File: src/sv/daspg_pkg.sv
// shared constants and types for the dual axis step pulse generator
package daspg_pkg;

	localparam int TIMER_BITS = 8;
	localparam int STEP_SCALE = 8;
	localparam int BYTE_BITS  = 8;
	localparam int COUNT_BITS = 7;
	localparam int LEFT_BITS  = $clog2(((2 ** COUNT_BITS) - 1) * STEP_SCALE + 1);

	localparam logic CMD_TICK = 1'b0;
	localparam logic CMD_LOAD = 1'b1;

	localparam logic [BYTE_BITS-1:0] SPEED_RESET = '1;

	typedef struct packed {
		logic step;
		logic dir;
		logic enable_n;
	} axis_pins_t;

endpackage

File: src/sv/daspg_axis.sv
// one axis: timer, toggle count and pin levels, updated once per transaction
module daspg_axis (
	input  logic                              clk,
	input  logic                              arst_n,
	input  logic                              advance,
	input  logic                              cmd,
	input  logic [daspg_pkg::BYTE_BITS-1:0]   cmd_byte,
	output daspg_pkg::axis_pins_t             pins
);
	import daspg_pkg::*;

	logic [TIMER_BITS-1:0] timer_q;
	logic [BYTE_BITS-1:0]  speed_q;
	logic [LEFT_BITS-1:0]  left_q;
	axis_pins_t            pins_q;

	logic [TIMER_BITS-1:0] timer_inc;
	logic                  wrap_step;
	logic [LEFT_BITS-1:0]  load_left;

	assign timer_inc = timer_q + TIMER_BITS'(1);
	assign wrap_step = (timer_inc == '0) && (left_q != '0);
	assign load_left = LEFT_BITS'(cmd_byte[COUNT_BITS-1:0]) * LEFT_BITS'(STEP_SCALE);

	always_ff @(posedge clk or negedge arst_n) begin
		if (!arst_n) begin
			timer_q         <= '0;
			speed_q         <= SPEED_RESET;
			left_q          <= '0;
			pins_q.step     <= 1'b0;
			pins_q.dir      <= 1'b0;
			pins_q.enable_n <= 1'b1;
		end else if (advance) begin
			unique case (cmd)
				CMD_LOAD: begin
					speed_q         <= cmd_byte;
					pins_q.dir      <= cmd_byte[BYTE_BITS-1];
					left_q          <= load_left;
					pins_q.enable_n <= 1'b0;
				end
				CMD_TICK: begin
					if (wrap_step) begin
						pins_q.step <= ~pins_q.step;
						left_q      <= left_q - LEFT_BITS'(1);
						if (left_q == LEFT_BITS'(1)) begin
							pins_q.enable_n <= 1'b1;
						end
						// all ones minus speed, modulo the timer width
						timer_q <= ~TIMER_BITS'(speed_q);
					end else begin
						timer_q <= timer_inc;
					end
				end
				default: begin
					timer_q <= timer_q;
				end
			endcase
		end
	end

	assign pins = pins_q;

endmodule

File: src/sv/dual_axis_step_pulse_generator_core.sv
// dual axis step pulse generator: input register, then per-axis update into the pin registers
// throughput: one transaction per cycle, unless a finished result is held by out_stall
// the input stage stalls only while a finished result waits on out_stall
// reset: timers 0, speed bytes 255, counts 0, step and dir pins low, enables high
// nothing is valid after reset until the first input transaction
module dual_axis_step_pulse_generator_core (
	input  logic                            clk,
	input  logic                            arst_n,
	input  logic                            in_valid,
	output logic                            in_stall,
	input  logic                            cmd,
	input  logic [daspg_pkg::BYTE_BITS-1:0] x_byte,
	input  logic [daspg_pkg::BYTE_BITS-1:0] y_byte,
	output logic                            out_valid,
	input  logic                            out_stall,
	output logic                            x_step,
	output logic                            x_dir,
	output logic                            x_enable_n,
	output logic                            y_step,
	output logic                            y_dir,
	output logic                            y_enable_n
);
	import daspg_pkg::*;

	logic                 valid_s1;
	logic                 cmd_s1;
	logic [BYTE_BITS-1:0] x_byte_s1;
	logic [BYTE_BITS-1:0] y_byte_s1;
	logic                 out_valid_q;
	logic                 advance;
	logic                 in_take;
	axis_pins_t           x_pins;
	axis_pins_t           y_pins;

	// the pin registers double as the result register
	assign advance  = valid_s1 && (!out_valid_q || !out_stall);
	assign in_stall = valid_s1 && !advance;
	assign in_take  = in_valid && !in_stall;

	always_ff @(posedge clk or negedge arst_n) begin
		if (!arst_n) begin
			valid_s1    <= 1'b0;
			out_valid_q <= 1'b0;
		end else begin
			if (in_take) begin
				valid_s1 <= 1'b1;
			end else if (advance) begin
				valid_s1 <= 1'b0;
			end
			if (advance) begin
				out_valid_q <= 1'b1;
			end else if (!out_stall) begin
				out_valid_q <= 1'b0;
			end
		end
	end

	always_ff @(posedge clk) begin
		if (in_take) begin
			cmd_s1    <= cmd;
			x_byte_s1 <= x_byte;
			y_byte_s1 <= y_byte;
		end
	end

	daspg_axis u_x_axis (
		.clk      (clk),
		.arst_n   (arst_n),
		.advance  (advance),
		.cmd      (cmd_s1),
		.cmd_byte (x_byte_s1),
		.pins     (x_pins)
	);

	daspg_axis u_y_axis (
		.clk      (clk),
		.arst_n   (arst_n),
		.advance  (advance),
		.cmd      (cmd_s1),
		.cmd_byte (y_byte_s1),
		.pins     (y_pins)
	);

	assign out_valid  = out_valid_q;
	assign x_step     = x_pins.step;
	assign x_dir      = x_pins.dir;
	assign x_enable_n = x_pins.enable_n;
	assign y_step     = y_pins.step;
	assign y_dir      = y_pins.dir;
	assign y_enable_n = y_pins.enable_n;

endmodule
File: config.mk
export PLATFORM = sky130hd
export DESIGN_NAME = dual_axis_step_pulse_generator_core
export DESIGN_NICKNAME = d
export VERILOG_FILES = /design/src/sv/daspg_pkg.sv /design/src/sv/daspg_axis.sv /design/src/sv/dual_axis_step_pulse_generator_core.sv
export SDC_FILE = /design/constraint.sdc
export NUM_CORES = 1
export LEC_CHECK = 0
export ABC_CLOCK_PERIOD_IN_PS = 3100
export BUFFER_PORTS_ARGS = -buffer_cell sky130_fd_sc_hd__buf_2
export CAP_MARGIN = 20
export CORE_MARGIN = 3
export CORE_UTILIZATION = 45
export CTS_BUF_LIST = sky130_fd_sc_hd__clkbuf_8 sky130_fd_sc_hd__clkbuf_16
export DETAILED_ROUTE_END_ITERATION = 10
export PLACE_DENSITY_LB_ADDON = 0.25
export SLEW_MARGIN = 20
export SYNTH_ARGS = -nofsm -noshare
export SYNTH_HDL_FRONTEND = slang
export SYNTH_SLANG_ARGS = --single-unit
File: constraint.sdc
create_clock -name clk -period 3.1 [get_ports clk]
set_input_delay 0.155 -clock clk [delete_from_list [all_inputs] [get_ports clk]]
set_output_delay 0.155 -clock clk [all_outputs]
set_load 0.01 [all_outputs]
==> results of run 1 <==
[area by class of cell]
cell class              count  area, um2  area share
clock inverters             6      85.08     0.01826
clock buffers              10      148.9     0.03196
inverters                  11      41.29    0.008864
well taps                 105      131.4     0.02820
multi-input cells         298       1807      0.3879
repair buffers             58      410.4     0.08810
flip-flops and latches     77       2034      0.4367
[where the power goes]
part / total [mW] / switching [mW] / internal [mW]
Sequential: 1.52 / 0.253 / 1.26
Combinational: 0.789 / 0.440 / 0.349
Clock: 0.874 / 0.374 / 0.499
[Yosys cell counts (all sizes together), types with 3 or more instances]
cell type	n	area (um2)
inv	11	41.29
edfxtp	17	510.5
ha	8	100.1
a21boi	5	37.54
buf	11	65.06
nand2b	4	25.02
and3	4	25.02
clkbuf	13	48.80
and2	3	18.77
o21ai	14	70.06
nor3	12	65.06
nand4	9	56.30
dfrtp	42	1051
a211oi	3	32.53
o311ai	8	70.06
dfstp	18	473.0
or3	12	75.07
or4	9	75.07
o21a	11	82.58
nand2	73	274.0
o31ai	3	22.52
nor2	33	123.9
o22ai	7	43.79
o211ai	3	22.52
nor4	6	37.54
nand3	19	95.09
a31oi	5	31.28
a21oi	11	58.81
o221ai	4	35.03
[per-layer routing]
metal,global-route usage,part of all wire,up-vias
li1,-,-,1598
met1,0.2802,0.48,1640
met2,0.2971,0.46,65
met3,0.03405,0.038,14
met4,0.08394,0.020,0
met5,0,0,-
[what timing repair did]
item                                   in CTS  in global routing
endpoints found under the hold margin      33                  0
hold buffers                               18                  0
buffers inserted                            0                  0
[per-stage QoR]
stage	util	total power [mW]	setup slack [ps]	cell area (um2)	hold slack, ps
after detailed placement	0.5039	2.299	461.0	4244	157.7
after CTS	0.5530	3.200	452.1	4658	0.7608
after global routing	0.5530	3.389	297.7	4658	26.14
final	0.5530	3.179	446.6	4658	11.88
after floorplan	-	2.066	852.9	3990	-140.6
after global placement	0.5039	2.264	561.7	4244	154.9
[kinds of logic (layout without fill, tap and decap cells)]
| logic type | count (synthesis) | in the layout | share of synthesized area |
|---|---|---|---|
| DFF | 77 | 77 | 0.5099 |
| and+or+nand+nor | 189 | 189 | 0.2280 |
| AOI/OAI and AO/OA | 98 | 98 | 0.1913 |
| buffers and inverters | 35 | 85 | 0.03888 |
| muxes | 1 | 1 | 0.002509 |
| adders and majority gates | 8 | 8 | 0.02509 |
| xor gates and xnor gates | 2 | 2 | 0.004391 |
[state kept, by name, indices dropped and copies added (netlist names), 3 cells and up]
name and flops:
u_x_axis.timer_q 8, u_x_axis.pins 3, u_y_axis.left_q 10, u_x_axis.left_q 10, y_byte_s1 8, u_x_axis.speed_q 8
x_byte_s1 8, u_y_axis.timer_q 8, u_y_axis.speed_q 8, u_y_axis.pins 3
[how the worst min path moves through the flow]
stage	slack [ps]	depth (start not counted)	startpoint	to
global route	30	2	in_valid	valid_s1
global placement	150	1	arst_n	u_x_axis.left_q[0]
finish	10	2	in_valid	valid_s1
floorplan	-140	0	arst_n	out_valid
detailed placement	160	1	arst_n	u_x_axis.left_q[2]
CTS	0.8	2	in_valid	valid_s1
==> run_results.csv, run 1 <==
group,metric,value,unit
setup_path,cp-endpoint,"u_y_axis.left_q[4]",
setup_path,crit_arrival,2930,ps
drt,drt_iter0_drc,174,
drt,vias,3317,
placed_design,dp_cells,531,
setup_path,worst_r2r_endpoint,"u_y_axis.left_q[4]",
clock_tree,clockBufferDepth,2,
power_and_ir_drop,p_per_area,682.5,mW/mm2
setup_path,rrSetupSlack,450,ps
setup_path,worstPathMaxFanout,17,
placed_design,place.port_buffers,28,
timing,finalSetupTns,0,ps
min_path,hold_class,"in -> reg",
drt,drc,0,
yosys,async_flop_share,0.7792,
yosys,syn-instance-count,410,
yosys,ys_seq_area_frac,0.5099,
yosys,syn_area_per_cell,9.732,um2
power_and_ir_drop,vdd_ir_drop_max,0.3390,mV
outcome,status,"finished clean",
setup_path,cp_top_family,"compound AO/OA/AOI/OAI gates",
clock_tree,clock-root-buffer,"clkbuf_8",
die,die_area,0.01003,mm2
yosys,syn_area,0.003990,mm2
global_route,first_global_vias,3249,
clock_tree,clk_pin_slew_worst_paths,80,ps
die,start_util,0.4737,
timing,rsz0062_at_grt,"no",
setup_path,worstRegToRegCells,7,
clock_tree,cts_buffers,9,
yosys,yosysWarnings,0,
timing,skew,10.11,ps
die,io_pins,29,
drt,drt_first_pass_iters,4,
drt,drt_wl_total,9168,um
power_and_ir_drop,leakagePower,1.896,nW
yosys,syn-num-nets,439,
setup_path,crit_type,"reg -> reg",
global_route,grt_pass1_wl,15730,um
global_route,grt_max_degree,40,
cells_and_area,num-nets-final,484,
timing,worst_pin_slew,904.5,ps
setup_path,slowest_delay,470,ps
timing,min_period_over_period,0.8559,
clock_tree,cts_tree,"yes",
die,row_count,33,
yosys,synth_edf_count,17,
timing,hold_viol,0,
setup_path,cp.depth,7,
drt,wl_per_cell,16.23,um
cells_and_area,n_fill_cell,754,
yosys,yosys.cell_types.count,63,
cells_and_area,drive_gt1_frac,0.1913,
run,max_cap_viol_count,0,
clock_tree,cts_sinks,77,
placed_design,gp_congestion,0.8711,
setup_path,crit_buf_inv,1,
die,die_y,100.2,um
setup_path,cp-startpoint,"u_y_axis.timer_q[0]",
setup_path,required,3370,ps
die,die_x,100.2,um
cells_and_area,final_cells,565,
timing,slew_violations,0,
die,core,0.008423,mm2
timing,relSlewSlack,0.3970,
setup_path,crit_chain,"ha_1, a211o_1, a211oi_1, o221ai_2, buf_4, or4_1, a21oi_1",
global_route,grt_use_total,0.1968,
setup_path,startpoint_type,"flop",
setup_path,regToRegStartpoint,"u_y_axis.timer_q[0]",
placed_design,dpl.hpwl,6113,um
global_route,antenna_found_initial,0,
drt,drtAntennaViolNets,0,
setup_path,cpMaxStageDelayCell,"dfrtp_1",
timing,fmax,0.3769,GHz
clock_tree,insertion_delay,350,ps
clock_tree,ctsResizeCount,0,
yosys,ys_ff_latch,77,
global_route,grt-ovfl-total,0,
timing,setup-violations-final,0,
clock_tree,htreeDepth,3,
drt,viasPerCell,5.871,
cells_and_area,antenna_cells,0,
timing,finalCriticalPeriod,2653,ps
yosys,ys.flop_type,"dfrtp_1",
setup_path,end_kind,"flop",
cells_and_area,area_growth,16.75,%
cells_and_area,layout.cells.most_common_list,"nand2_1, dfrtp_1, nor2_1, buf_2, nand3_1",
cells_and_area,layout_commonest_cell,"nand2_1",
(Power assumes the default switching activity.)
==> inputs of run 2 (changes only) <==
--- a/config.mk
+++ b/config.mk
@@ -13,6 +13,7 @@
 export CTS_BUF_LIST = sky130_fd_sc_hd__clkbuf_8 sky130_fd_sc_hd__clkbuf_16
 export DETAILED_ROUTE_END_ITERATION = 10
 export PLACE_DENSITY_LB_ADDON = 0.25
+export RECOVER_POWER = 100
 export SLEW_MARGIN = 20
 export SYNTH_ARGS = -nofsm -noshare
 export SYNTH_HDL_FRONTEND = slang
==> run_results.csv, run 2 (same netlist as run 1, synthesis figures left out) <==
group,metric,value,unit
outcome,status,"finished clean",
timing,fmax,0.3571,GHz
timing,relSlewSlack,0.1375,
setup_path,worstRegToRegCells,7,
setup_path,end_kind,"flop",
cells_and_area,antenna_cells,0,
min_path,hold_start,"in_valid",
die,die_y,100.2,um
cells_and_area,area_growth,15.30,%
min_path,hold_class,"in -> reg",
global_route,grt_use_total,0.1968,
setup_path,required,3370,ps
cells_and_area,layout.cells.most_common_list,"nand2_1, dfrtp_1, nor2_1, nand3_1",
clock_tree,cts_buffers,9,
die,die_area,0.01003,mm2
global_route,use_met2,0.2971,
timing,setup-violations-final,0,
setup_path,crit_type,"reg -> reg",
cells_and_area,reg.largest.list,"u_x_axis.left_q (10), u_y_axis.left_q (10)",
drt,drt_first_pass_iters,4,
placed_design,place.port_buffers,28,
clock_tree,clock-root-buffer,"clkbuf_8",
power_and_ir_drop,leakagePower,1.826,nW
timing,hold_viol,0,
global_route,grt_max_degree,40,
min_path,whs_path_depth,2,
drt,vias,3326,
placed_design,dpl.hpwl,6113,um
clock_tree,insertion_delay,350,ps
die,core,0.008423,mm2
setup_path,regToRegStartpoint,"u_y_axis.timer_q[0]",
power_and_ir_drop,vdd_ir_drop_max,0.3374,mV
run,max_cap_viol_count,0,
setup_path,cp_top_family,"compound AO/OA/AOI/OAI gates",
global_route,first_global_vias,3249,
cells_and_area,layout_commonest_cell,"nand2_1",
cells_and_area,regArea,0.002034,mm2
clock_tree,cts_tree,"yes",
die,row_count,33,
setup_path,slowest_delay,480,ps
setup_path,startpoint_type,"flop",
drt,drtAntennaViolNets,0,
cells_and_area,num-nets-final,484,
drt,viasPerCell,5.887,
setup_path,crit_arrival,3070,ps
clock_tree,ctsResizeCount,0,
global_route,use_met1,0.2802,
clock_tree,postCtsSetupRepairBufs,0,
timing,skew,10.60,ps
drt,drc,0,
die,die_x,100.2,um
timing,finalCriticalPeriod,2800,ps
setup_path,crit_chain,"ha_1, a211o_1, a211oi_1, o221ai_2, clkbuf_1, or4_1, a21oi_1",
setup_path,crit_buf_inv,1,
setup_path,cpMaxStageDelayCell,"or4_1",
power_and_ir_drop,p_per_area,684.3,mW/mm2
clock_tree,htreeDepth,3,
die,io_pins,29,
cells_and_area,multi_input_area,0.001797,mm2
setup_path,cp-startpoint,"u_y_axis.timer_q[0]",
timing,min_period_over_period,0.9034,
clock_tree,clk_pin_slew_worst_paths,80,ps
setup_path,cp.depth,7,
global_route,antenna_found_initial,0,
timing,finalSetupTns,0,ps
setup_path,worstPathMaxFanout,17,
placed_design,gp_congestion,0.8711,
power_and_ir_drop,power,3.148,mW
timing,rsz0062_at_grt,"no",
global_route,grt-ovfl-total,0,
clock_tree,cts_sinks,77,
cells_and_area,drive_gt1_frac,0.1478,
drt,drt_wl_total,9185,um
die,start_util,0.4737,
global_route,use_met3,0.03405,
global_route,grt_pass1_wl,15730,um
drt,drt_iter0_drc,181,
clock_tree,clockBufferDepth,2,
timing,worst_pin_slew,1293,ps
cells_and_area,n_fill_cell,773,
drt,wl_per_cell,16.26,um
global_route,grt-busiest-layer,"met2",
timing,slew_violations,0,
run 2: changes by cell type in the layout (fill, tap and decap cells not counted), sizes merged:
cell    delta
buf       -20
clkbuf    +20
run 2: layer usage:
| metal | routed length, um | up-vias |
|---|---|---|
| met5 | 0 | - |
| li1 | - | 1604 |
| met3 | 335 | 14 |
| met1 | 4388 | 1635 |
| met4 | 181 | 0 |
| met2 | 4280 | 73 |
run 2: worst reg2reg max path, delay by kind of cell, from the launching register on:
family / cells / cell delay (ps)
AOI/OAI and AO/OA: 4 / 1060
adders and majority gates: 1 / 310
buffers and inverters: 1 / 400
DFF: 1 / 470
and+or+nand+nor: 1 / 480
run 2: through the flow:
step | hold WS [ps] | std cells | worst slack, ps | instance area, um2 | util
after floorplan | -140.6 | 410 | 852.9 | 3990 | -
after global placement | 154.9 | 531 | 561.7 | 4244 | 0.5039
after detailed placement | 157.7 | 531 | 461.0 | 4244 | 0.5039
after CTS | 0.7608 | 565 | 452.1 | 4658 | 0.5530
after global routing | 27.02 | 565 | 151.2 | 4601 | 0.5462
final | 9.653 | 565 | 299.5 | 4601 | 0.5462
run 2: power by group:
part	total (mW)	switching [mW]	internal, mW
combinational	0.761	0.436	0.325
sequential	1.52	0.252	1.26
clock	0.872	0.372	0.499
total	3.15	1.06	2.09
run 2: final cells by class:
class / instances / area share
Multi-Input combinational cell: 298 / 0.3905
Clock inverter: 6 / 0.01849
Tap cell: 105 / 0.02856
Sequential cell: 77 / 0.4422
Clock buffer: 10 / 0.03236
Timing Repair Buffer: 58 / 0.07887
Inverter: 11 / 0.008975
run 2: path summary, 6_finish.rpt:
check / end / slack (ps)
setup reg to reg: u_y_axis.left_q[4] / 300
setup / recovery: u_y_axis.left_q[4] / 300
hold / removal: valid_s1 / 10
min in group asynchronous: u_x_axis.timer_q[2] / 590
max in group asynchronous: u_y_axis.timer_q[6] / 920
hold reg to reg: u_y_axis.speed_q[0] / 460
run 2: what timing repair did:
action                     in CTS  in global routing
setup endpoints to repair       0                  0
hold endpoints to repair       33                  0
hold buffers                   18                  0
==> inputs of run 3 (changes only) <==
--- a/config.mk
+++ b/config.mk
@@ -12,6 +12,7 @@
 export CORE_UTILIZATION = 45
 export CTS_BUF_LIST = sky130_fd_sc_hd__clkbuf_8 sky130_fd_sc_hd__clkbuf_16
 export DETAILED_ROUTE_END_ITERATION = 10
+export HOLD_SLACK_MARGIN = 0.12
 export PLACE_DENSITY_LB_ADDON = 0.25
 export RECOVER_POWER = 100
 export SLEW_MARGIN = 20
==> run_results.csv, run 3 (same netlist as run 1, synthesis figures left out) <==
group,metric,value,unit
timing,skew,9.260,ps
timing,rsz0062_at_grt,"no",
timing,setup-violations-final,0,
setup_path,crit_type,"reg -> reg",
timing,relSlewSlack,0.07348,
min_path,hold_class,"reg -> reg",
cells_and_area,final_cells,567,
die,row_count,33,
outcome,status,"finished clean",
timing,finalWorstSetupSlack,293.2,ps
drt,drc,0,
placed_design,pre_cts_slack,461.0,ps
global_route,grt_use_total,0.1974,
drt,vias,3355,
die,start_util,0.4737,
placed_design,dpl.hpwl,6113,um
drt,wl_per_cell,16.28,um
drt,drt_iter0_drc,192,
clock_tree,insertion_delay,350,ps
clock_tree,cts_tree,"yes",
run,max_cap_viol_count,0,
cells_and_area,antenna_cells,0,
cells_and_area,drive_gt1_frac,0.1450,
clock_tree,ctsResizeCount,0,
power_and_ir_drop,p_per_area,681.9,mW/mm2
global_route,grt_max_degree,40,
die,die_y,100.2,um
clock_tree,htreeDepth,3,
drt,viasPerCell,5.917,
clock_tree,cts_sinks,77,
clock_tree,clockBufferDepth,2,
die,die_x,100.2,um
cells_and_area,num-nets-final,486,
placed_design,dp_cells,531,
global_route,antenna_found_initial,0,
clock_tree,clk_pin_slew_worst_paths,80,ps
clock_tree,cts_buffers,9,
timing,slew_violations,0,
timing,finalCriticalPeriod,2807,ps
timing,hold_viol,0,
power_and_ir_drop,leakagePower,1.834,nW
cells_and_area,n_fill_cell,771,
setup_path,worstPathMaxFanout,17,
setup_path,end_kind,"flop",
cells_and_area,reg.largest.list,"u_x_axis.left_q (10), u_y_axis.left_q (10)",
timing,finalSetupTns,0,ps
placed_design,gp_congestion,0.8711,
timing,fmax,0.3563,GHz
cells_and_area,layout.cells.most_common_list,"nand2_1, dfrtp_1, nor2_1, dlygate4sd3_1",
drt,drtAntennaViolNets,0,
power_and_ir_drop,vdd_ir_drop_max,0.3339,mV
die,core,0.008423,mm2
global_route,first_global_vias,3264,
power_and_ir_drop,power,3.152,mW
timing,min_period_over_period,0.9054,
setup_path,crit_arrival,3080,ps
setup_path,required,3370,ps
setup_path,startpoint_type,"flop",
drt,drt_first_pass_iters,4,
clock_tree,clock-root-buffer,"clkbuf_8",
global_route,grt-ovfl-total,0,
cells_and_area,layout_commonest_cell,"nand2_1",
cells_and_area,area_growth,15.87,%
drt,drt_wl_total,9231,um
global_route,grt_pass1_wl,15780,um
die,io_pins,29,
die,die_area,0.01003,mm2
timing,worst_pin_slew,1389,ps
placed_design,place.port_buffers,28,
==> run 3: worst paths after layout <==
| path | from | end | slack [ps] | cells past startpoint |
|---|---|---|---|---|
| max | u_y_axis.timer_q[0] | u_y_axis.left_q[4] | 290 | 7 |
| max in group asynchronous | arst_n | u_x_axis.pins[1] | 920 | 3 |
| min in group asynchronous | arst_n | u_x_axis.left_q[2] | 590 | 2 |
| min reg2reg | u_x_axis.speed_q[6] | u_x_axis.speed_q[6] | 470 | 2 |
| max reg2reg | u_y_axis.timer_q[0] | u_y_axis.left_q[4] | 290 | 7 |
| min | u_x_axis.speed_q[6] | u_x_axis.speed_q[6] | 470 | 2 |
==> run 3: worst max-delay path, cell delays in order, from the launching register on <==
cell      delay, ps
dfrtp_1         470
ha_1            310
a211o_1         280
a211oi_1        300
o221ai_2        340
clkbuf_1        400
or4_1           480
a21oi_1         150
==> run 3: layout make-up <==
| type | instances | area, um2 | area share |
|---|---|---|---|
| repair buffers | 60 | 384.1 | 0.08309 |
| well taps | 105 | 131.4 | 0.02842 |
| inverters | 11 | 41.29 | 0.008931 |
| multi-input cells | 298 | 1798 | 0.3889 |
| clock buffers | 10 | 148.9 | 0.03221 |
| clock inverters | 6 | 85.08 | 0.01840 |
| flip-flops and latches | 77 | 2034 | 0.4401 |
==> run 3: power by group <==
part / leakage, nW / internal [mW] / switching (mW)
logic: 0.853 / 0.328 / 0.437
clock network: 0.119 / 0.499 / 0.374
registers: 0.862 / 1.26 / 0.251
==> run 3: metrics by stage <==
stage	instance area (um2)	utilization	hold WS [ps]
after floorplan	3990	-	-140.6
after global placement	4244	0.5039	154.9
after detailed placement	4244	0.5039	157.7
after CTS	4678	0.5554	308.8
after global routing	4623	0.5489	486.7
final	4623	0.5489	465.5
==> run 3: routing by layer <==
layer,part of all wire,GRT usage
met1,0.48,0.2802
met2,0.46,0.2992
met3,0.036,0.03405
met4,0.020,0.08394
met5,0,0
==> run 3: what timing repair did <==
action                                 in CTS  in global routing
endpoints found under the hold margin      35                  0
hold buffers                               20                  0
buffers inserted                            0                  0
